`config.mk`:
```
export PLATFORM = sky130hd
export DESIGN_NAME = md5_ctrl
export DESIGN_NICKNAME = d
export VERILOG_FILES = /design/src/sv/md5_pkg.sv /design/src/sv/md5_ctrl.sv
export SDC_FILE = /design/constraint.sdc
export NUM_CORES = 1
export LEC_CHECK = 0
export BUFFER_PORTS_ARGS = -buffer_cell sky130_fd_sc_hd__buf_2
export CORE_UTILIZATION = 45
export CTS_CLUSTER_SIZE = 16
export DETAILED_ROUTE_END_ITERATION = 12
export GPL_ROUTABILITY_DRIVEN = 0
export PLACE_DENSITY = 0.89
export SLEW_MARGIN = 20
export SYNTH_ARGS = -nofsm -noshare
export SYNTH_HDL_FRONTEND = slang
export SYNTH_SLANG_ARGS = --single-unit
```
`constraint.sdc`:
```
create_clock -name clk -period 4.5 [get_ports clk]
set_input_delay 0.225 -clock clk [delete_from_list [all_inputs] [get_ports clk]]
set_output_delay 0.225 -clock clk [all_outputs]
set_load 0.02 [all_outputs]
```
`src/sv/md5_pkg.sv`:
```
// Package for the MD5 digest block: constants, tables and control structs.
// No dependencies.
package md5_pkg;
	localparam logic [31:0] INIT_A = 32'h67452301;
	localparam logic [31:0] INIT_B = 32'hefcdab89;
	localparam logic [31:0] INIT_C = 32'h98badcfe;
	localparam logic [31:0] INIT_D = 32'h10325476;
	localparam logic [7:0] PAD_BYTE = 8'h80;

	typedef enum logic [2:0] {
		ST_IDLE, ST_COMPRESS, ST_PAD, ST_OUT0, ST_OUT1
	} md5_state_t;

	typedef enum logic [1:0] {
		SRC_DATA, SRC_PAD, SRC_ZERO, SRC_LEN
	} byte_src_t;

	typedef struct packed {
		logic      push;
		byte_src_t src;
		logic      round_start;
		logic      round_step;
		logic      round_finish;
		logic      count_byte;
		logic      reinit;
	} md5_cmd_t;

	typedef struct packed {
		logic [5:0] fill;
		logic [5:0] round;
		logic       round_last;
	} md5_status_t;

	function automatic logic [31:0] round_k(input logic [5:0] i);
		logic [31:0] k;
		unique case (i)
			6'd0: k = 32'hd76aa478; 6'd1: k = 32'he8c7b756; 6'd2: k = 32'h242070db;
			6'd3: k = 32'hc1bdceee; 6'd4: k = 32'hf57c0faf; 6'd5: k = 32'h4787c62a;
			6'd6: k = 32'ha8304613; 6'd7: k = 32'hfd469501; 6'd8: k = 32'h698098d8;
			6'd9: k = 32'h8b44f7af; 6'd10: k = 32'hffff5bb1; 6'd11: k = 32'h895cd7be;
			6'd12: k = 32'h6b901122; 6'd13: k = 32'hfd987193; 6'd14: k = 32'ha679438e;
			6'd15: k = 32'h49b40821; 6'd16: k = 32'hf61e2562; 6'd17: k = 32'hc040b340;
			6'd18: k = 32'h265e5a51; 6'd19: k = 32'he9b6c7aa; 6'd20: k = 32'hd62f105d;
			6'd21: k = 32'h02441453; 6'd22: k = 32'hd8a1e681; 6'd23: k = 32'he7d3fbc8;
			6'd24: k = 32'h21e1cde6; 6'd25: k = 32'hc33707d6; 6'd26: k = 32'hf4d50d87;
			6'd27: k = 32'h455a14ed; 6'd28: k = 32'ha9e3e905; 6'd29: k = 32'hfcefa3f8;
			6'd30: k = 32'h676f02d9; 6'd31: k = 32'h8d2a4c8a; 6'd32: k = 32'hfffa3942;
			6'd33: k = 32'h8771f681; 6'd34: k = 32'h6d9d6122; 6'd35: k = 32'hfde5380c;
			6'd36: k = 32'ha4beea44; 6'd37: k = 32'h4bdecfa9; 6'd38: k = 32'hf6bb4b60;
			6'd39: k = 32'hbebfbc70; 6'd40: k = 32'h289b7ec6; 6'd41: k = 32'heaa127fa;
			6'd42: k = 32'hd4ef3085; 6'd43: k = 32'h04881d05; 6'd44: k = 32'hd9d4d039;
			6'd45: k = 32'he6db99e5; 6'd46: k = 32'h1fa27cf8; 6'd47: k = 32'hc4ac5665;
			6'd48: k = 32'hf4292244; 6'd49: k = 32'h432aff97; 6'd50: k = 32'hab9423a7;
			6'd51: k = 32'hfc93a039; 6'd52: k = 32'h655b59c3; 6'd53: k = 32'h8f0ccc92;
			6'd54: k = 32'hffeff47d; 6'd55: k = 32'h85845dd1; 6'd56: k = 32'h6fa87e4f;
			6'd57: k = 32'hfe2ce6e0; 6'd58: k = 32'ha3014314; 6'd59: k = 32'h4e0811a1;
			6'd60: k = 32'hf7537e82; 6'd61: k = 32'hbd3af235; 6'd62: k = 32'h2ad7d2bb;
			default: k = 32'heb86d391;
		endcase
		return k;
	endfunction

	function automatic logic [4:0] round_shift(input logic [5:0] i);
		logic [4:0] s;
		unique case ({i[5:4], i[1:0]})
			4'd0: s = 5'd7;  4'd1: s = 5'd12; 4'd2: s = 5'd17; 4'd3: s = 5'd22;
			4'd4: s = 5'd5;  4'd5: s = 5'd9;  4'd6: s = 5'd14; 4'd7: s = 5'd20;
			4'd8: s = 5'd4;  4'd9: s = 5'd11; 4'd10: s = 5'd16; 4'd11: s = 5'd23;
			4'd12: s = 5'd6; 4'd13: s = 5'd10; 4'd14: s = 5'd15; default: s = 5'd21;
		endcase
		return s;
	endfunction

	function automatic logic [3:0] word_index(input logic [5:0] i);
		logic [3:0] r;
		unique case (i[5:4])
			2'd0: r = i[3:0];
			2'd1: r = 4'(5 * i[3:0] + 1);
			2'd2: r = 4'(3 * i[3:0] + 5);
			default: r = 4'(7 * i[3:0]);
		endcase
		return r;
	endfunction
endpackage

```
`src/sv/md5_ctrl.sv`:
```
// MD5 controller: sequences byte intake, compression, padding and output.
// Depends on md5_pkg.
module md5_ctrl (
	input  logic                 clk,
	input  logic                 arst_n,
	input  logic                 in_valid,
	input  logic                 in_present,
	input  logic                 in_end,
	output logic                 in_ready,
	input  logic                 out_ready,
	output logic                 out_valid,
	output logic                 out_index,
	input  md5_pkg::md5_status_t status,
	output md5_pkg::md5_cmd_t    cmd
);
	md5_pkg::md5_state_t state_q, state_d;
	logic                padding_q, padding_d;
	logic                pad_first_q, pad_first_d;
	logic                wait_q, wait_d;
	logic                zero_tail_q, zero_tail_d;
	logic                last_block_q;

	always_ff @(posedge clk or negedge arst_n) begin
		if (!arst_n) begin
			state_q     <= md5_pkg::ST_IDLE;
			padding_q   <= 1'b0;
			pad_first_q <= 1'b0;
			wait_q      <= 1'b0;
			zero_tail_q <= 1'b0;
		end else begin
			state_q     <= state_d;
			padding_q   <= padding_d;
			pad_first_q <= pad_first_d;
			wait_q      <= wait_d;
			zero_tail_q <= zero_tail_d;
		end
	end

	always_comb begin
		state_d     = state_q;
		padding_d   = padding_q;
		pad_first_d = pad_first_q;
		zero_tail_d = zero_tail_q;
		wait_d      = 1'b0;
		cmd         = '0;
		cmd.src     = md5_pkg::SRC_DATA;
		in_ready    = 1'b0;
		out_valid   = 1'b0;
		out_index   = 1'b0;
		unique case (state_q)
			md5_pkg::ST_IDLE: begin
				in_ready = 1'b1;
				if (in_valid) begin
					cmd.push       = in_present;
					cmd.count_byte = in_present;
					pad_first_d    = 1'b1;
					if (in_present && status.fill == 6'd63) begin
						// block full: first word fetch goes with the start
						state_d   = md5_pkg::ST_COMPRESS;
						padding_d = in_end;
						wait_d    = 1'b1;
					end else if (in_end) begin
						state_d   = md5_pkg::ST_PAD;
						padding_d = 1'b1;
					end
				end
			end
			md5_pkg::ST_COMPRESS: begin
				// load the words and the first message word, then 64 rounds
				if (wait_q) begin
					cmd.round_start = 1'b1;
				end else begin
					cmd.round_step = 1'b1;
					if (status.round_last) begin
						cmd.round_finish = 1'b1;
						state_d = padding_q ? md5_pkg::ST_PAD : md5_pkg::ST_IDLE;
					end
				end
			end
			md5_pkg::ST_PAD: begin
				cmd.push = 1'b1;
				if (pad_first_q) begin
					cmd.src     = md5_pkg::SRC_PAD;
					pad_first_d = 1'b0;
					// no room for the length behind the 0x80: zero to the block end
					zero_tail_d = (status.fill >= 6'd56);
				end else if (status.fill >= 6'd56 && !zero_tail_q) begin
					cmd.src = md5_pkg::SRC_LEN;
				end else begin
					cmd.src = md5_pkg::SRC_ZERO;
				end
				if (status.fill == 6'd63) begin
					state_d     = md5_pkg::ST_COMPRESS;
					wait_d      = 1'b1;
					zero_tail_d = 1'b0;
					// the length is in once the 0x80 is behind and fill wrapped at 64
					padding_d = !(cmd.src == md5_pkg::SRC_LEN);
				end
			end
			md5_pkg::ST_OUT0: begin
				out_valid = 1'b1;
				if (out_ready) begin
					state_d = md5_pkg::ST_OUT1;
				end
			end
			md5_pkg::ST_OUT1: begin
				out_valid = 1'b1;
				out_index = 1'b1;
				if (out_ready) begin
					cmd.reinit = 1'b1;
					state_d    = md5_pkg::ST_IDLE;
				end
			end
			default: state_d = md5_pkg::ST_IDLE;
		endcase
		// the final compression leads to output instead of idle
		if (state_q == md5_pkg::ST_COMPRESS && !wait_q && status.round_last && !padding_q
				&& last_block_q) begin
			state_d = md5_pkg::ST_OUT0;
		end
	end

	always_ff @(posedge clk or negedge arst_n) begin
		if (!arst_n) begin
			last_block_q <= 1'b0;
		end else if (state_q == md5_pkg::ST_PAD && status.fill == 6'd63) begin
			last_block_q <= (cmd.src == md5_pkg::SRC_LEN);
		end else if (state_q == md5_pkg::ST_OUT1) begin
			last_block_q <= 1'b0;
		end
	end
endmodule

```
After elaboration in Yosys (flattened, before gate mapping)
Index checks and enable logic that the tools add are counted.
{"block": "totals", "reg_bits": 8, "in_bits": 19, "out_inout_bits": 11, "elab_cells": 86}
{"block": "classes", "n_lt_le_gt_ge": 1, "eq_ne": 17, "mux": 42, "reduce_logical": 20}
{"op": "3-bit two-way mux", "n": 10}
{"op": "1-bit two-way mux", "n": 22}
{"op": "3-bit inequality test (second input constant)", "n": 5}
{"op": "3-bit case mux with 5 select lines", "n": 1}
{"op": "2-bit two-way mux", "n": 5}
{"op": "1-bit case mux with 2 select lines", "n": 4}
{"op": "1-bit logical AND", "n": 7}
{"op": "7-bit AND reduction", "n": 1}
{"op": "3-bit by 2-bit equality test with 1-bit output (second input constant)", "n": 2}
{"op": "6-bit equality test (second input constant)", "n": 1}
{"op": "6-bit greater-or-equal comparator (second input constant)", "n": 1}
{"op": "3-bit by 2-bit inequality test with 1-bit output (second input constant)", "n": 2}
{"op": "2-bit nonzero test", "n": 3}
{"op": "2-bit equality test (second input constant)", "n": 2}
{"op": "1-bit logical NOT", "n": 4}
{"op": "2-bit inequality test (second input constant)", "n": 2}
{"op": "4-bit inequality test (second input constant)", "n": 1}
{"op": "2-bit AND reduction", "n": 2}
{"op": "4-bit AND reduction", "n": 1}
{"op": "3-bit by 1-bit equality test with 1-bit output (second input constant)", "n": 1}
{"op": "3-bit equality test (second input constant)", "n": 1}
{"op": "3-bit logical NOT", "n": 1}
{"op": "2-bit OR reduction", "n": 1}

Logic depth before layout (Yosys ltp)
{"block": "logic_depth", "word_depth": 9, "mapped_depth": 8, "mapped_depth_nobuf": 7}

Worst setup path before layout
No wires, ideal clock.
{"block": "synth_timing", "kind": "reg2reg", "start": "register state_q[1]", "end": "register state_q[0]", "setup_ps": 74, "t_arrival_ps": 1567, "required_ps": 4426, "path_slack_ps": 2859, "path_stages_with_launch": 7, "path_buffers": 1, "period_less_slack_ps": 1641, "cell_sequence": "dfrtp_1 buf_4 or3b_4 nor3b_4 nand3b_2 and2_1 o21ai_2"}
{"block": "synth_via", "elab_chain_len": 7, "word_cells_on_any_way": 19, "cone_classes": "eq/ne (11); mux (2); reduce/logical (6)"}
{"element": "start, declared", "line_no": "md5_ctrl.sv:16", "source": "md5_pkg::md5_state_t state_q, state_d;"}
{"element": "start signal, assigned", "line_no": "md5_ctrl.sv:25", "source": "state_q <= md5_pkg::ST_IDLE;"}
{"element": "start signal, assigned", "line_no": "md5_ctrl.sv:31", "source": "state_q <= state_d;"}
{"element": "3-bit by 1-bit equality test with 1-bit output", "line_no": "md5_ctrl.sv:50, md5_ctrl.sv:117"}
{"element": "1-bit logical AND (3 in a row)", "line_no": "md5_ctrl.sv:117", "source": "if (state_q == md5_pkg::ST_COMPRESS && !wait_q && status.round_last && !padding_q"}
{"element": "1-bit logical AND", "line_no": "md5_ctrl.sv:118", "source": "&& last_block_q) begin"}
{"element": "4-bit inequality test (no source line), or another cell as far along"}
{"element": "7-bit AND reduction (no source line)"}
Several ways; a longest one is shown, not always the timed one.
A chain may end at the register's enable or synchronous reset.

==> impl_metrics.py <==
metrics = {
    "status": {
        "outcome": "finished clean",
    },
    "pwr": {
        "ir_worst_vdd_mv": 0.3104,
        "swShare_pct": 48.23,
        "internal_power_uw": 212.5,
        "seqPwrFrac_pct": 32.5,
        "power.leakage_uw": 0.0003774,
        "clkPwrFrac_pct": 14.1,
        "power.density_nw_per_um2": 543.1,
        "p_sw_uw": 198.0,
        "pwr-share-comb_pct": 53.4,
    },
    "routing": {
        "antenna_left": 0,
        "drcViolationCount": 0,
        "dr.pass1.iters": 4,
        "dr_wl_met3_um": 111,
        "drt_iter0_drc": 23,
        "highest_layer": "met4",
        "routed-via-count": 653,
        "wl_met1_um": 614,
        "wl_per_cell_um": 11.98,
        "wirelength_um": 1378,
        "dr_wl_met2_um": 631,
        "via_per_inst": 5.678,
    },
    "timing": {
        "drv_slew": 0,
        "setup_viol": 0,
        "fin_setup_tns_ns": 0,
        "max_slew_margin_pct": 66.33,
        "timing.final.crit_share_pct": 43.15,
        "layout_min_cycle_time_ns": 1.942,
        "fmax_ghz": 0.5150,
        "skew_ns": 0.005614,
        "rsz0062_at_grt": "no",
        "hold_viol_final": 0,
        "worst_slew_pin_slew_ns": 0.5051,
    },
    "logic_synthesis": {
        "netlist_top_cells_count": "nor2_1, dfrtp_1, a21oi_1, nand2_1, o21ai_0",
        "yosys.area.top_type": "dfrtp_1",
        "synth_seq_cells": 8,
        "synthDominantCellAreaShare_pct": 33.06,
        "synth_edf_count": 0,
        "seq_area_frac_synth_pct": 33.06,
        "synth-async-reset-ratio_pct": 100.0,
        "ys_warn_count": 0,
        "ys.flop_type": "dfrtp_1",
        "synth_nets": 96,
        "avgSynthCellArea_um2": 7.865,
        "synth.most_common_cell": "nor2_1",
        "synth.cell_area_um2": 605.6,
        "synthCells": 77,
        "netlist_top_cells_area": "dfrtp_1, nor2_1, a21oi_1",
        "synth.distinct_cells": 33,
    },
    "clock_tree": {
        "cts_buffers": 3,
        "clock_path_buffers": 2,
        "cts_sinks": 8,
        "cts.clk_slew.worst_paths_ns": 0.05,
        "cts_tree": "done",
        "htreeDepth": 1,
        "postCtsSetupRepairBufs": 0,
        "cts_root_buf": "clkbuf_4",
        "clk_latency_ns": 0.26,
    },
    "die": {
        "fp.coreArea_um2": 1171,
        "io-pin-count": 30,
        "die_w_um": 38.69,
        "dieArea_um2": 1497,
        "row_count": 12,
        "dieHeight_um": 38.69,
        "start_util_pct": 51.71,
    },
    "setup_path": {
        "r2r_end": "state_q[1]",
        "cp_num_cells": 3,
        "crit_slowest_cell": "dfrtp_1",
        "crit_start": "state_q[1]",
        "arrival_ns": 1.72,
        "path_class": "flip-flop to primary output",
        "cp_slowest_stage_delay_ns": 0.56,
        "crit_family": "simple AND/OR/NAND/NOR gates",
        "critPathLaunchType": "flip-flop",
        "r2r_cells": 7,
        "r2r_start": "state_q[1]",
        "worstSetupEndpointType": "primary output",
        "critPathMaxFanout": 17,
        "crit_end": "cmd[2]",
        "crit_required_ns": 4.28,
        "cp_cell_sequence": "or3b_4 > nor3b_4 > buf_2",
        "crit_buf_inv": 1,
        "rrSetupSlack_ns": 2.71,
    },
    "grt": {
        "grt_pass1_vias": 515,
        "grt_max_degree": 18,
        "grt_pass1_wl_um": 2249,
        "grt.overflow.total": 0,
        "antenna_found_initial": 0,
        "grtUsageTotal_pct": 22.42,
    },
    "placed_design": {
        "port_buffers": 23,
        "dp_hpwl_um": 969.1,
    },
    "finish": {
        "drive_gt1_share_pct": 36.63,
        "area_growth_pct": 24.79,
        "post-route-util_pct": 64.53,
        "insertedDiodeCount": 0,
        "nNetsFinal": 122,
    },
    "min_path": {
        "hold_path_startpoint": "out_ready",
        "worstHoldPathType": "primary input to flip-flop",
    },
    "job": {
        "cap_violations": 0,
    },
}
## worst register-to-register path: stages, from the launching register on
cell      delay (ns)
dfrtp_1         0.65
nor2_1          0.08
nand2_1         0.13
inv_2           0.05
a21oi_2         0.11
o22ai_1         0.12
a211o_1         0.29
o311ai_2        0.27
## cell families after synthesis
group,share of synthesized area (%)
and+or+nand+nor,37.60
AOI/OAI and AO/OA,22.52
DFF,33.06
muxes,1.859
buffers and inverters,4.959
## cells in the final DEF, fill, tap and decap left out, types with 2 or more instances in the layout
| cell | synthesis | layout |
|---|---|---|
| dfrtp_1 | 8 | 8 |
| a21oi_1 | 6 | 6 |
| nand2_1 | 6 | 6 |
| o21ai_0 | 4 | 4 |
| and2_1 | 2 | 2 |
| buf_2 | 0 | 23 |
| nand3_1 | 3 | 3 |
| nor2_1 | 15 | 15 |
| clkbuf_4 | 0 | 3 |
| nor3_1 | 2 | 2 |
| inv_1 | 3 | 3 |
| or2_1 | 2 | 2 |
| nor2b_1 | 3 | 3 |
## state kept, by name, indices dropped and copies added (netlist names)
signal,cells
pad_first_q,1
state_q,3
last_block_q,1
padding_q,1
zero_tail_q,1
wait_q,1
## stage by stage
| stage | hold slack (ns) | instance area, µm² | worst slack [ns] | instances | total power (µW) |
|---|---|---|---|---|---|
| final | 0.2204 | 755.7 | 2.558 | 115 | 410.5 |
| after global routing | 0.2276 | 755.7 | 2.486 | 115 | 440.1 |
| after CTS | 0.2287 | 755.7 | 2.575 | 115 | 405.9 |
| after detailed placement | 0.07804 | 723.2 | 2.739 | 111 | 346.7 |
| after global placement | 0.07660 | 723.2 | 2.773 | 111 | 342.4 |
| after floorplan | -0.07059 | 605.6 | 2.859 | 77 | 298.4 |
## power by group through the flow
| stage | Sequential [µW] | Combinational [µW] | Clock (µW) |
|---|---|---|---|
| 2_1_floorplan | 109 | 189 | 0 |
| 3_3_place_gp | 132 | 210 | 0 |
| 3_5_place_dp | 133 | 214 | 0 |
| 4_1_cts | 132 | 217 | 56.6 |
| 5_1_grt | 139 | 240 | 60.8 |
| 6_report | 134 | 219 | 57.9 |
## layout make-up
type / instances / area [µm²]
flip-flops and latches: 8 / 200.2
fillers: 99 / 415.4
repair buffers: 24 / 125.1
clock buffers: 3 / 22.52
inverters: 4 / 15.01
well taps: 14 / 17.52
multi-input cells: 62 / 375.4
## how the worst min path moves through the flow
stage / endpoint / slack [ns] / cells after the start
after floorplan: last_block_q / -0.07 / 0
after global placement: state_q[0] / 0.08 / 1
after detailed placement: state_q[0] / 0.08 / 1
after CTS: state_q[2] / 0.23 / 2
after global routing: state_q[2] / 0.23 / 2
final: state_q[2] / 0.22 / 2
## routing by layer
metal / vias to the layer above / track usage (%)
met1: 296 / 29.71
met5: - / 0
li1: 318 / -
met3: 3 / 3.468
met4: 0 / 10.34
met2: 36 / 35.42
## timing repair
item / in CTS / in global routing
hold endpoints to repair: 8 / 0
hold buffers: 1 / 0
gates resized for setup: 0 / 0
No activity file was read; power rests on OpenSTA's default activity.
