$ cat src/sv/md5_pkg.sv
// Package for the MD5 digest block: constants, tables and control structs.
// No dependencies.
package md5_pkg;
	localparam logic [31:0] INIT_A = 32'h67452301;
	localparam logic [31:0] INIT_B = 32'hefcdab89;
	localparam logic [31:0] INIT_C = 32'h98badcfe;
	localparam logic [31:0] INIT_D = 32'h10325476;
	localparam logic [7:0] PAD_BYTE = 8'h80;

	typedef enum logic [2:0] {
		ST_IDLE, ST_COMPRESS, ST_PAD, ST_OUT0, ST_OUT1
	} md5_state_t;

	typedef enum logic [1:0] {
		SRC_DATA, SRC_PAD, SRC_ZERO, SRC_LEN
	} byte_src_t;

	typedef struct packed {
		logic      push;
		byte_src_t src;
		logic      round_start;
		logic      round_step;
		logic      round_finish;
		logic      count_byte;
		logic      reinit;
	} md5_cmd_t;

	typedef struct packed {
		logic [5:0] fill;
		logic [5:0] round;
		logic       round_last;
	} md5_status_t;

	function automatic logic [31:0] round_k(input logic [5:0] i);
		logic [31:0] k;
		unique case (i)
			6'd0: k = 32'hd76aa478; 6'd1: k = 32'he8c7b756; 6'd2: k = 32'h242070db;
			6'd3: k = 32'hc1bdceee; 6'd4: k = 32'hf57c0faf; 6'd5: k = 32'h4787c62a;
			6'd6: k = 32'ha8304613; 6'd7: k = 32'hfd469501; 6'd8: k = 32'h698098d8;
			6'd9: k = 32'h8b44f7af; 6'd10: k = 32'hffff5bb1; 6'd11: k = 32'h895cd7be;
			6'd12: k = 32'h6b901122; 6'd13: k = 32'hfd987193; 6'd14: k = 32'ha679438e;
			6'd15: k = 32'h49b40821; 6'd16: k = 32'hf61e2562; 6'd17: k = 32'hc040b340;
			6'd18: k = 32'h265e5a51; 6'd19: k = 32'he9b6c7aa; 6'd20: k = 32'hd62f105d;
			6'd21: k = 32'h02441453; 6'd22: k = 32'hd8a1e681; 6'd23: k = 32'he7d3fbc8;
			6'd24: k = 32'h21e1cde6; 6'd25: k = 32'hc33707d6; 6'd26: k = 32'hf4d50d87;
			6'd27: k = 32'h455a14ed; 6'd28: k = 32'ha9e3e905; 6'd29: k = 32'hfcefa3f8;
			6'd30: k = 32'h676f02d9; 6'd31: k = 32'h8d2a4c8a; 6'd32: k = 32'hfffa3942;
			6'd33: k = 32'h8771f681; 6'd34: k = 32'h6d9d6122; 6'd35: k = 32'hfde5380c;
			6'd36: k = 32'ha4beea44; 6'd37: k = 32'h4bdecfa9; 6'd38: k = 32'hf6bb4b60;
			6'd39: k = 32'hbebfbc70; 6'd40: k = 32'h289b7ec6; 6'd41: k = 32'heaa127fa;
			6'd42: k = 32'hd4ef3085; 6'd43: k = 32'h04881d05; 6'd44: k = 32'hd9d4d039;
			6'd45: k = 32'he6db99e5; 6'd46: k = 32'h1fa27cf8; 6'd47: k = 32'hc4ac5665;
			6'd48: k = 32'hf4292244; 6'd49: k = 32'h432aff97; 6'd50: k = 32'hab9423a7;
			6'd51: k = 32'hfc93a039; 6'd52: k = 32'h655b59c3; 6'd53: k = 32'h8f0ccc92;
			6'd54: k = 32'hffeff47d; 6'd55: k = 32'h85845dd1; 6'd56: k = 32'h6fa87e4f;
			6'd57: k = 32'hfe2ce6e0; 6'd58: k = 32'ha3014314; 6'd59: k = 32'h4e0811a1;
			6'd60: k = 32'hf7537e82; 6'd61: k = 32'hbd3af235; 6'd62: k = 32'h2ad7d2bb;
			default: k = 32'heb86d391;
		endcase
		return k;
	endfunction

	function automatic logic [4:0] round_shift(input logic [5:0] i);
		logic [4:0] s;
		unique case ({i[5:4], i[1:0]})
			4'd0: s = 5'd7;  4'd1: s = 5'd12; 4'd2: s = 5'd17; 4'd3: s = 5'd22;
			4'd4: s = 5'd5;  4'd5: s = 5'd9;  4'd6: s = 5'd14; 4'd7: s = 5'd20;
			4'd8: s = 5'd4;  4'd9: s = 5'd11; 4'd10: s = 5'd16; 4'd11: s = 5'd23;
			4'd12: s = 5'd6; 4'd13: s = 5'd10; 4'd14: s = 5'd15; default: s = 5'd21;
		endcase
		return s;
	endfunction

	function automatic logic [3:0] word_index(input logic [5:0] i);
		logic [3:0] r;
		unique case (i[5:4])
			2'd0: r = i[3:0];
			2'd1: r = 4'(5 * i[3:0] + 1);
			2'd2: r = 4'(3 * i[3:0] + 5);
			default: r = 4'(7 * i[3:0]);
		endcase
		return r;
	endfunction
endpackage

$ cat src/sv/md5_datapath.sv
// MD5 datapath: block buffer, counters, round registers and chaining words.
// Depends on md5_pkg.
module md5_datapath (
	input  logic                  clk,
	input  logic                  arst_n,
	input  md5_pkg::md5_cmd_t     cmd,
	input  logic [7:0]            data_byte,
	output md5_pkg::md5_status_t  status,
	output logic [127:0]          digest
);
	logic [31:0] mem [16];
	logic [5:0]  fill_q;
	logic [5:0]  round_q;
	logic [60:0] total_q;
	logic [31:0] a_q, b_q, c_q, d_q;
	logic [31:0] h0_q, h1_q, h2_q, h3_q;
	logic [31:0] w_q;
	logic [7:0]  push_byte;
	logic [63:0] bits;
	logic [31:0] f, sum, rot;
	logic [3:0]  widx;
	logic [5:0]  next_round;

	assign bits = {total_q, 3'b000};

	always_comb begin
		case (cmd.src)
			md5_pkg::SRC_DATA: push_byte = data_byte;
			md5_pkg::SRC_PAD:  push_byte = md5_pkg::PAD_BYTE;
			md5_pkg::SRC_ZERO: push_byte = 8'h00;
			default:           push_byte = bits[{fill_q[2:0], 3'b000} +: 8];
		endcase
	end

	// store little-endian: byte n of the block goes to lane n[1:0] of word n[5:2]
	always_ff @(posedge clk) begin
		if (cmd.push) begin
			mem[fill_q[5:2]][{fill_q[1:0], 3'b000} +: 8] <= push_byte;
		end
	end

	// fetch the message word of the round after the current one
	assign next_round = cmd.round_start ? 6'd0 : round_q + 6'd1;
	assign widx = md5_pkg::word_index(next_round);
	always_ff @(posedge clk) begin
		w_q <= mem[widx];
	end

	always_comb begin
		unique case (round_q[5:4])
			2'd0: f = (b_q & c_q) | (~b_q & d_q);
			2'd1: f = (d_q & b_q) | (~d_q & c_q);
			2'd2: f = b_q ^ c_q ^ d_q;
			default: f = c_q ^ (b_q | ~d_q);
		endcase
		sum = a_q + f + md5_pkg::round_k(round_q) + w_q;
		rot = 32'(({sum, sum} << md5_pkg::round_shift(round_q)) >> 32);
	end

	always_ff @(posedge clk or negedge arst_n) begin
		if (!arst_n) begin
			fill_q  <= '0;
			total_q <= '0;
			round_q <= '0;
			h0_q <= md5_pkg::INIT_A;
			h1_q <= md5_pkg::INIT_B;
			h2_q <= md5_pkg::INIT_C;
			h3_q <= md5_pkg::INIT_D;
		end else begin
			if (cmd.push) begin
				fill_q <= fill_q + 6'd1;
			end
			if (cmd.count_byte) begin
				total_q <= total_q + 61'd1;
			end
			if (cmd.round_start) begin
				round_q <= '0;
			end else if (cmd.round_step) begin
				round_q <= round_q + 6'd1;
			end
			// fold in the words as they stand after the last round
			if (cmd.round_finish) begin
				h0_q <= h0_q + d_q;
				h1_q <= h1_q + b_q + rot;
				h2_q <= h2_q + b_q;
				h3_q <= h3_q + c_q;
			end
			if (cmd.reinit) begin
				fill_q  <= '0;
				total_q <= '0;
				h0_q <= md5_pkg::INIT_A;
				h1_q <= md5_pkg::INIT_B;
				h2_q <= md5_pkg::INIT_C;
				h3_q <= md5_pkg::INIT_D;
			end
		end
	end

	always_ff @(posedge clk) begin
		if (cmd.round_start) begin
			a_q <= h0_q;
			b_q <= h1_q;
			c_q <= h2_q;
			d_q <= h3_q;
		end else if (cmd.round_step) begin
			a_q <= d_q;
			d_q <= c_q;
			c_q <= b_q;
			b_q <= b_q + rot;
		end
	end

	assign status = '{fill: fill_q, round: round_q, round_last: (round_q == 6'd63)};
	assign digest = {h3_q, h2_q, h1_q, h0_q};
endmodule

$ cat config.mk
export PLATFORM = sky130hd
export DESIGN_NAME = md5_datapath
export DESIGN_NICKNAME = d
export VERILOG_FILES = /design/src/sv/md5_pkg.sv /design/src/sv/md5_datapath.sv
export SDC_FILE = /design/constraint.sdc
export NUM_CORES = 2
export LEC_CHECK = 0
export ABC_AREA = 1
export BUFFER_PORTS_ARGS = -buffer_cell sky130_fd_sc_hd__buf_2
export CAP_MARGIN = 25
export CELL_PAD_IN_SITES_DETAIL_PLACEMENT = 1
export CELL_PAD_IN_SITES_GLOBAL_PLACEMENT = 1
export CORE_MARGIN = 2
export CORE_UTILIZATION = 44
export CTS_CLUSTER_SIZE = 25
export DETAILED_ROUTE_END_ITERATION = 8
export PLACE_DENSITY_LB_ADDON = 0.1
export SLEW_MARGIN = 5
export SYNTH_ARGS = -nofsm -noshare
export SYNTH_HDL_FRONTEND = slang
export SYNTH_SLANG_ARGS = --single-unit
$ cat constraint.sdc
create_clock -name clk -period 8.33 [get_ports clk]
set_clock_uncertainty 0.1 [all_clocks]
set_input_delay 1.666 -clock clk [delete_from_list [all_inputs] [get_ports clk]]
set_output_delay 1.666 -clock clk [all_outputs]
set_load 0.01 [all_outputs]
## Word level (Yosys, flattened, before mapping)

Memory sizes are Yosys's and may differ from the RTL's. A register that Yosys moved wholly into a read port is not among the register bits.
Cells that the tools add are included.

| storage, ports and cells | value |
|---|---|
| register bits after elaboration | 329 |
| memory bits (writable) | 512 |
| ROM bits | 2,128 |
| input port bits | 18 |
| output and inout bits | 141 |
| logic and storage cells | 90 |
| memories | 3 |

| cells by class | value |
|---|---|
| add/subtract/negate cells | 15 |
| $mul | 3 |
| eq/ne operators | 7 |
| shift-type cells | 4 |
| mux-type cells | 28 |
| bitwise gates (word level) | 12 |
| reductions and logical operators | 7 |

Memories:

| name | words | width | rd ports | clocked after Yosys merged registers in | wr ports | RTL line | RTL |
|---|---|---|---|---|---|---|---|
| (no name shown) | 64 | 32 | 1 | 0 | 0 | md5_pkg.sv:36 | `unique case (i)` |
| mem | 16 | 32 | 1 | 1 | 1 | md5_datapath.sv:11 | `logic [31:0] mem [16];` |
| (no name shown) | 16 | 5 | 1 | 0 | 0 | md5_pkg.sv:65 | `unique case ({i[5:4], i[1:0]})` |

Operators with widths:

| operator | count |
|---|---|
| $mux 32 | 17 |
| $add 32x32->32 | 9 |
| $and 32x32->32 | 4 |
| $mux 61 | 2 |
| $or 32x32->32 | 3 |
| $pmux 32 s3 | 1 |
| $xor 32x32->32 | 3 |
| $not 32->32 | 2 |
| $shiftx 64x7->8 | 1 |
| $shl 64x5->64 | 1 |
| $add 61x1->61 const B | 1 |
| $shift 8x7->32 const A | 1 |
| $shiftx 8x7->32 | 1 |
| $mux 6 | 5 |
| $pmux 8 s3 | 1 |
| $add 6x1->6 const B | 2 |
| $pmux 4 s3 | 1 |
| $mul 3x4->4 const A | 2 |
| $reduce_bool 2->1 | 4 |
| $neg 5->7 | 1 |
| $eq 2x1->1 const B | 3 |
| $eq 2x2->1 const B | 3 |
| $eq 6x6->1 const B | 1 |
| $logic_not 2->1 | 3 |
| other kinds (4) | 4 |

## Depth between registers and ports, before layout

| depth | value |
|---|---|
| depth after elaboration | 11 |
| depth in mapped cells | 57 |
| mapped depth without buffers | 56 |

## Worst setup path after synthesis

OpenSTA, ideal clock, no wires.

| timing | value |
|---|---|
| path kind | flip-flop to flip-flop |
| start | register round_q[1] |
| end | register h1_q[21] |
| setup time | 123 ps |
| arrival time | 7,763 ps |
| data required time | 8,107 ps |
| setup slack | 344 ps |
| cell stages (with the launch flop) | 55 |
| buffers on the path | 1 |
| clock period less this slack | 7,986 ps |
| path through | dfrtp_1 > clkbuf_2 > inv_1 > ha_1 > nand2_1 > inv_1 > nor2_1 > inv_1 > o21ai_0 > a21oi_1 > a2111oi_0 > fa_1 > inv_1 > ha_1 > inv_1 > fa_1 > o21ai_0 > nand2_1 > (+19 left out) > fa_1 > nand3_1 > nand3_1 > nand2_1 > nand2_1 > a21oi_1 > o21ai_0 > inv_1 > o21ai_0 > nand2_1 > nand2_1 > inv_1 > o21ai_0 > nand2_1 > nand2_1 > a21oi_1 > o21ai_0 > nand2_1 |

| between the ends | value |
|---|---|
| longest elaborated chain between the ends | 7 |
| elaborated cells on any way between the ends | 8 |
| classes of those cells | 3 x add/sub; 1 x shift; 2 x mux; 2 x memory |

Ends and longest elaborated chain:

| element | RTL line | RTL |
|---|---|---|
| start: declaration | md5_datapath.sv:13 | `logic [5:0] round_q;` |
| start signal: assignment | md5_datapath.sv:79 | `round_q <= round_q + 6'd1;` |
| $mem_v2 64x32 | -- |  |
| $add 32x32->32 (2 in series) | md5_datapath.sv:56 | `sum = a_q + f + md5_pkg::round_k(round_q) + w_q;` |
| $shl 64x5->64 * | md5_datapath.sv:57 | `rot = 32'(({sum, sum} << md5_pkg::round_shift(round_q)) >> 32);` |
| $add 32x32->32 * | md5_datapath.sv:84 | `h1_q <= h1_q + b_q + rot;` |
| $mux 32 * | md5_datapath.sv:82 | `if (cmd.round_finish) begin` |
| $mux 32 * | md5_datapath.sv:88 | `if (cmd.reinit) begin` |
| end signal: assignment | md5_datapath.sv:66 | `h1_q <= md5_pkg::INIT_B;` |
| end signal: assignment | md5_datapath.sv:84 |  |
| end signal: assignment | md5_datapath.sv:92 | `h1_q <= md5_pkg::INIT_B;` |
| end: declaration | md5_datapath.sv:16 | `logic [31:0] h0_q, h1_q, h2_q, h3_q;` |

Every way passes the cells marked *; elsewhere a longest branch is shown, timed or not. The select of a mux whose other input is x is not followed.
A chain may end at the register's enable or synchronous reset.

## Worst setup path after layout

| timing | value |
|---|---|
| start | register round_q[5] |
| end | register b_q[14], data pin |

| between the ends | value |
|---|---|
| longest elaborated chain between the ends | 9 |
| elaborated cells on any way between the ends | 13 |
| classes of those cells | 4 x add/sub; 2 x eq/ne; 1 x shift; 3 x mux; 1 x reduce/logical; 2 x memory |

Ends and longest elaborated chain:

| element | RTL line | RTL |
|---|---|---|
| $eq 2x2->1 (tied with other cells) | md5_datapath.sv:50 | `unique case (round_q[5:4])` |
| $pmux 32 s3 | md5_datapath.sv:50 |  |
| $add 32x32->32 (3 in series) | md5_datapath.sv:56 |  |
| $shl 64x5->64 * | md5_datapath.sv:57 |  |
| $add 32x32->32 * | md5_datapath.sv:109 | `b_q <= b_q + rot;` |
| $mux 32 * | md5_datapath.sv:105 | `end else if (cmd.round_step) begin` |
| $mux 32 * | md5_datapath.sv:100 | `if (cmd.round_start) begin` |
| end signal: assignment | md5_datapath.sv:102 | `b_q <= h1_q;` |
| end signal: assignment | md5_datapath.sv:109 |  |
| end: declaration | md5_datapath.sv:15 | `logic [31:0] a_q, b_q, c_q, d_q;` |

Marks and branches as above.

==> impl_metrics.yaml <==
worst_hold_path:
  hold_depth: 1
  hp-start: "total_q[44]$_DFFE_PN0P_"
  hold_class: "register to register"
critical_path:
  reg2reg_depth: 47
  crit_end: "b_q[14]$_DFFE_PP_"
  worstSetupPathType: "register to register"
  r2r_slack_ns: 0.28
  critPathLaunch: "round_q[5]$_DFFE_PN0P_"
  cpPeakStageDelay_ns: 0.60
  crit_required_ns: 8.72
  slowest_stage: "fa_1"
  cpMostUsedCell: "nand2_1"
  r2r_end: "b_q[14]$_DFFE_PP_"
  cp_top_family: "simple AND/OR/NAND/NOR gates"
  crit_arrival_ns: 8.44
  cp_num_cells: 47
  worstReg2RegStart: "round_q[5]$_DFFE_PN0P_"
  cp_max_fo: 37
  end_kind: "register"
  crit_buf_inv: 15
  setup.worst_path.start_class: "register"
sta:
  hold_violations: 0
  finalSetupViolCount: 0
  maxSlewHeadroom_pct: 28.99
  timing.final.crit_share_pct: 96.65
  tightest_slew_ns: 1.061
  fmax_mhz: 124.2
  tns_ns: 0
  finalMaxSlewViolations: 0
  period_needed_ns: 8.051
  rsz0062_at_grt: "yes"
floorplan:
  start_util_pct: 44.48
  core_area_um2: 124000
  rows: 129
  die_w_um: 358.0
  pin_count: 159
  die_h_um: 358.0
  fp.dieArea_um2: 128100
finish:
  layout-drive-gt1-share_pct: 17.72
  instances_no_fill: 9092
  area_growth_pct: 20.89
  final_cell_area_um2: 66650
  nets: 7707
  fin_util_pct: 53.76
clock_network:
  cts_buffer_depth: 3
  clk_latency_ns: 0.73
  clock_sinks: 873
  htreeDepth: 3
  cts_root_buffer: "clkbuf_16"
  cts_made_buffers: 100
  cts_tree: "yes"
  clk_pin_slew_ns: 0.06
global_route:
  grtUsageTotal_pct: 37.14
  grt_pass1_wl_um: 355700
  gr-total-overflow: 0
  grt_pass1_vias: 55447
  grt_max_degree: 186
  antenna_found_initial: 8
yosys:
  synthesis.nets: 7008
  synth_cell_types: 69
  synthArstFlopShare_pct: 23.02
  netlist_area_um2: 55130
  yosysSeqAreaShare_pct: 45.29
  synth_enable_flop_cells: 640
  syn_inst: 6670
  ys_top_cells_by_area: "edfxtp_1 35%, nand2_1 9.8%, nand3_1 9.5%"
  synth_top_area_share_pct: 34.86
  yosysTopAreaCell: "edfxtp_1"
  synth_ff_type: "edfxtp_1"
  ys_ff_latch: 873
  synth_most_common_cell: "nand2_1"
  synth_common_cells: "1444 x nand2_1, 1043 x nand3_1, 697 x inv_1"
  synth_warnings: 0
  avgSynthCellArea_um2: 8.266
placed_design:
  place_hpwl_um: 180200
  routabilityCongestion: 1.008
  dpl_cell_area_um2: 62410
  place_inst: 8874
  portBuffers: 158
routing:
  drtIter0Drc: 4402
  vias: 53947
  wl_per_cell_um: 26.65
  drc: 0
  postRouteAntennaNets: 0
  firstDrtPassIters: 5
  viasPerCell: 5.933
  routed_wl_um: 242300
outcome:
  status: "finished clean"
job:
  drv_cap: 0
[cells by family after synthesis]
| kind of cell | after synthesis | share of synthesized area (%) |
|---|---|---|
| AND/OR/NAND/NOR | 3102 | 24.32 |
| AO/OA/AOI/OAI | 1266 | 12.97 |
| buffers and inverters | 1005 | 7.103 |
| flip-flops | 873 | 45.29 |
| adder cells (fa/ha/maj) | 320 | 8.665 |
| XOR/XNOR | 102 | 1.620 |
| multiplexers | 2 | 0.03631 |
[layout by cell type (no fill, tap or decap), types with 103 or more instances in the layout]
cell type | netlist | final
buf_4 | 5 | 699
edfxtp_1 | 640 | 640
dfrtp_1 | 137 | 135
clkbuf_16 | 0 | 103
a21oi_1 | 414 | 382
ha_1 | 217 | 206
nor2_1 | 412 | 395
o21ai_0 | 500 | 450
inv_1 | 697 | 687
buf_2 | 92 | 156
nand2_1 | 1444 | 1426
nand3_1 | 1043 | 1038
[timing repair]
item | in CTS | in global routing
gates resized for setup | 27 | 182
gates cloned | 0 | 2
setup endpoints to repair | 34 | 46
setup buffers | 0 | 13
hold buffers | 0 | 0
pin swaps | 0 | 21
[cell type report]
| cell class | count | area [µm²] |
|---|---|---|
| fillers | 14798 | 57310 |
| multi-input cells | 4792 | 26970 |
| flip-flops and latches | 873 | 24970 |
| repair buffers | 890 | 6674 |
| clock buffers | 132 | 2694 |
| inverters | 712 | 2688 |
| well taps | 1637 | 2048 |
| clock inverters | 55 | 595.6 |
| diodes | 1 | 2.502 |
[worst min path at each step]
| stage | to | slack, ns |
|---|---|---|
| 5_1_grt | total_q[44]$_DFFE_PN0P_ | 0.40 |
| 3_5_place_dp | total_q[44]$_DFFE_PN0P_ | 0.37 |
| 3_3_place_gp | total_q[37]$_DFFE_PN0P_ | 0.35 |
| 2_1_floorplan | total_q[37]$_DFFE_PN0P_ | 0.33 |
| 6_report | total_q[44]$_DFFE_PN0P_ | 0.38 |
| 4_1_cts | total_q[44]$_DFFE_PN0P_ | 0.38 |
[sequential cells by signal, indices dropped and copies added (netlist names), 32 cells and up]
signal and flops:
mem 512, total_q 61, a_q 32, b_q 32, c_q 32, d_q 32, h0_q 32, h1_q 32
h2_q 32, h3_q 32, w_q 32
[per-stage QoR]
| step | hold slack [ns] | worst slack [ns] |
|---|---|---|
| global placement | 0.3497 | -0.4609 |
| floorplan | 0.3333 | 0.3435 |
| CTS | 0.3768 | 0.01439 |
| finish | 0.3776 | 0.2787 |
| global route | 0.3988 | -0.05446 |
| detailed placement | 0.3680 | -0.4656 |
[routing by layer]
layer | vias up | share of wire [%] | GRT usage (%)
met5 | - | 0.0074 | 0
met2 | 1934 | 47 | 60.68
li1 | 24396 | - | -
met1 | 27113 | 41 | 48.05
met4 | 2 | 5.3 | 17.77
met3 | 502 | 6.8 | 6.142
Power is not shown: default switching activity piles up to over one toggle a cycle in this logic, so the estimate is an artifact.
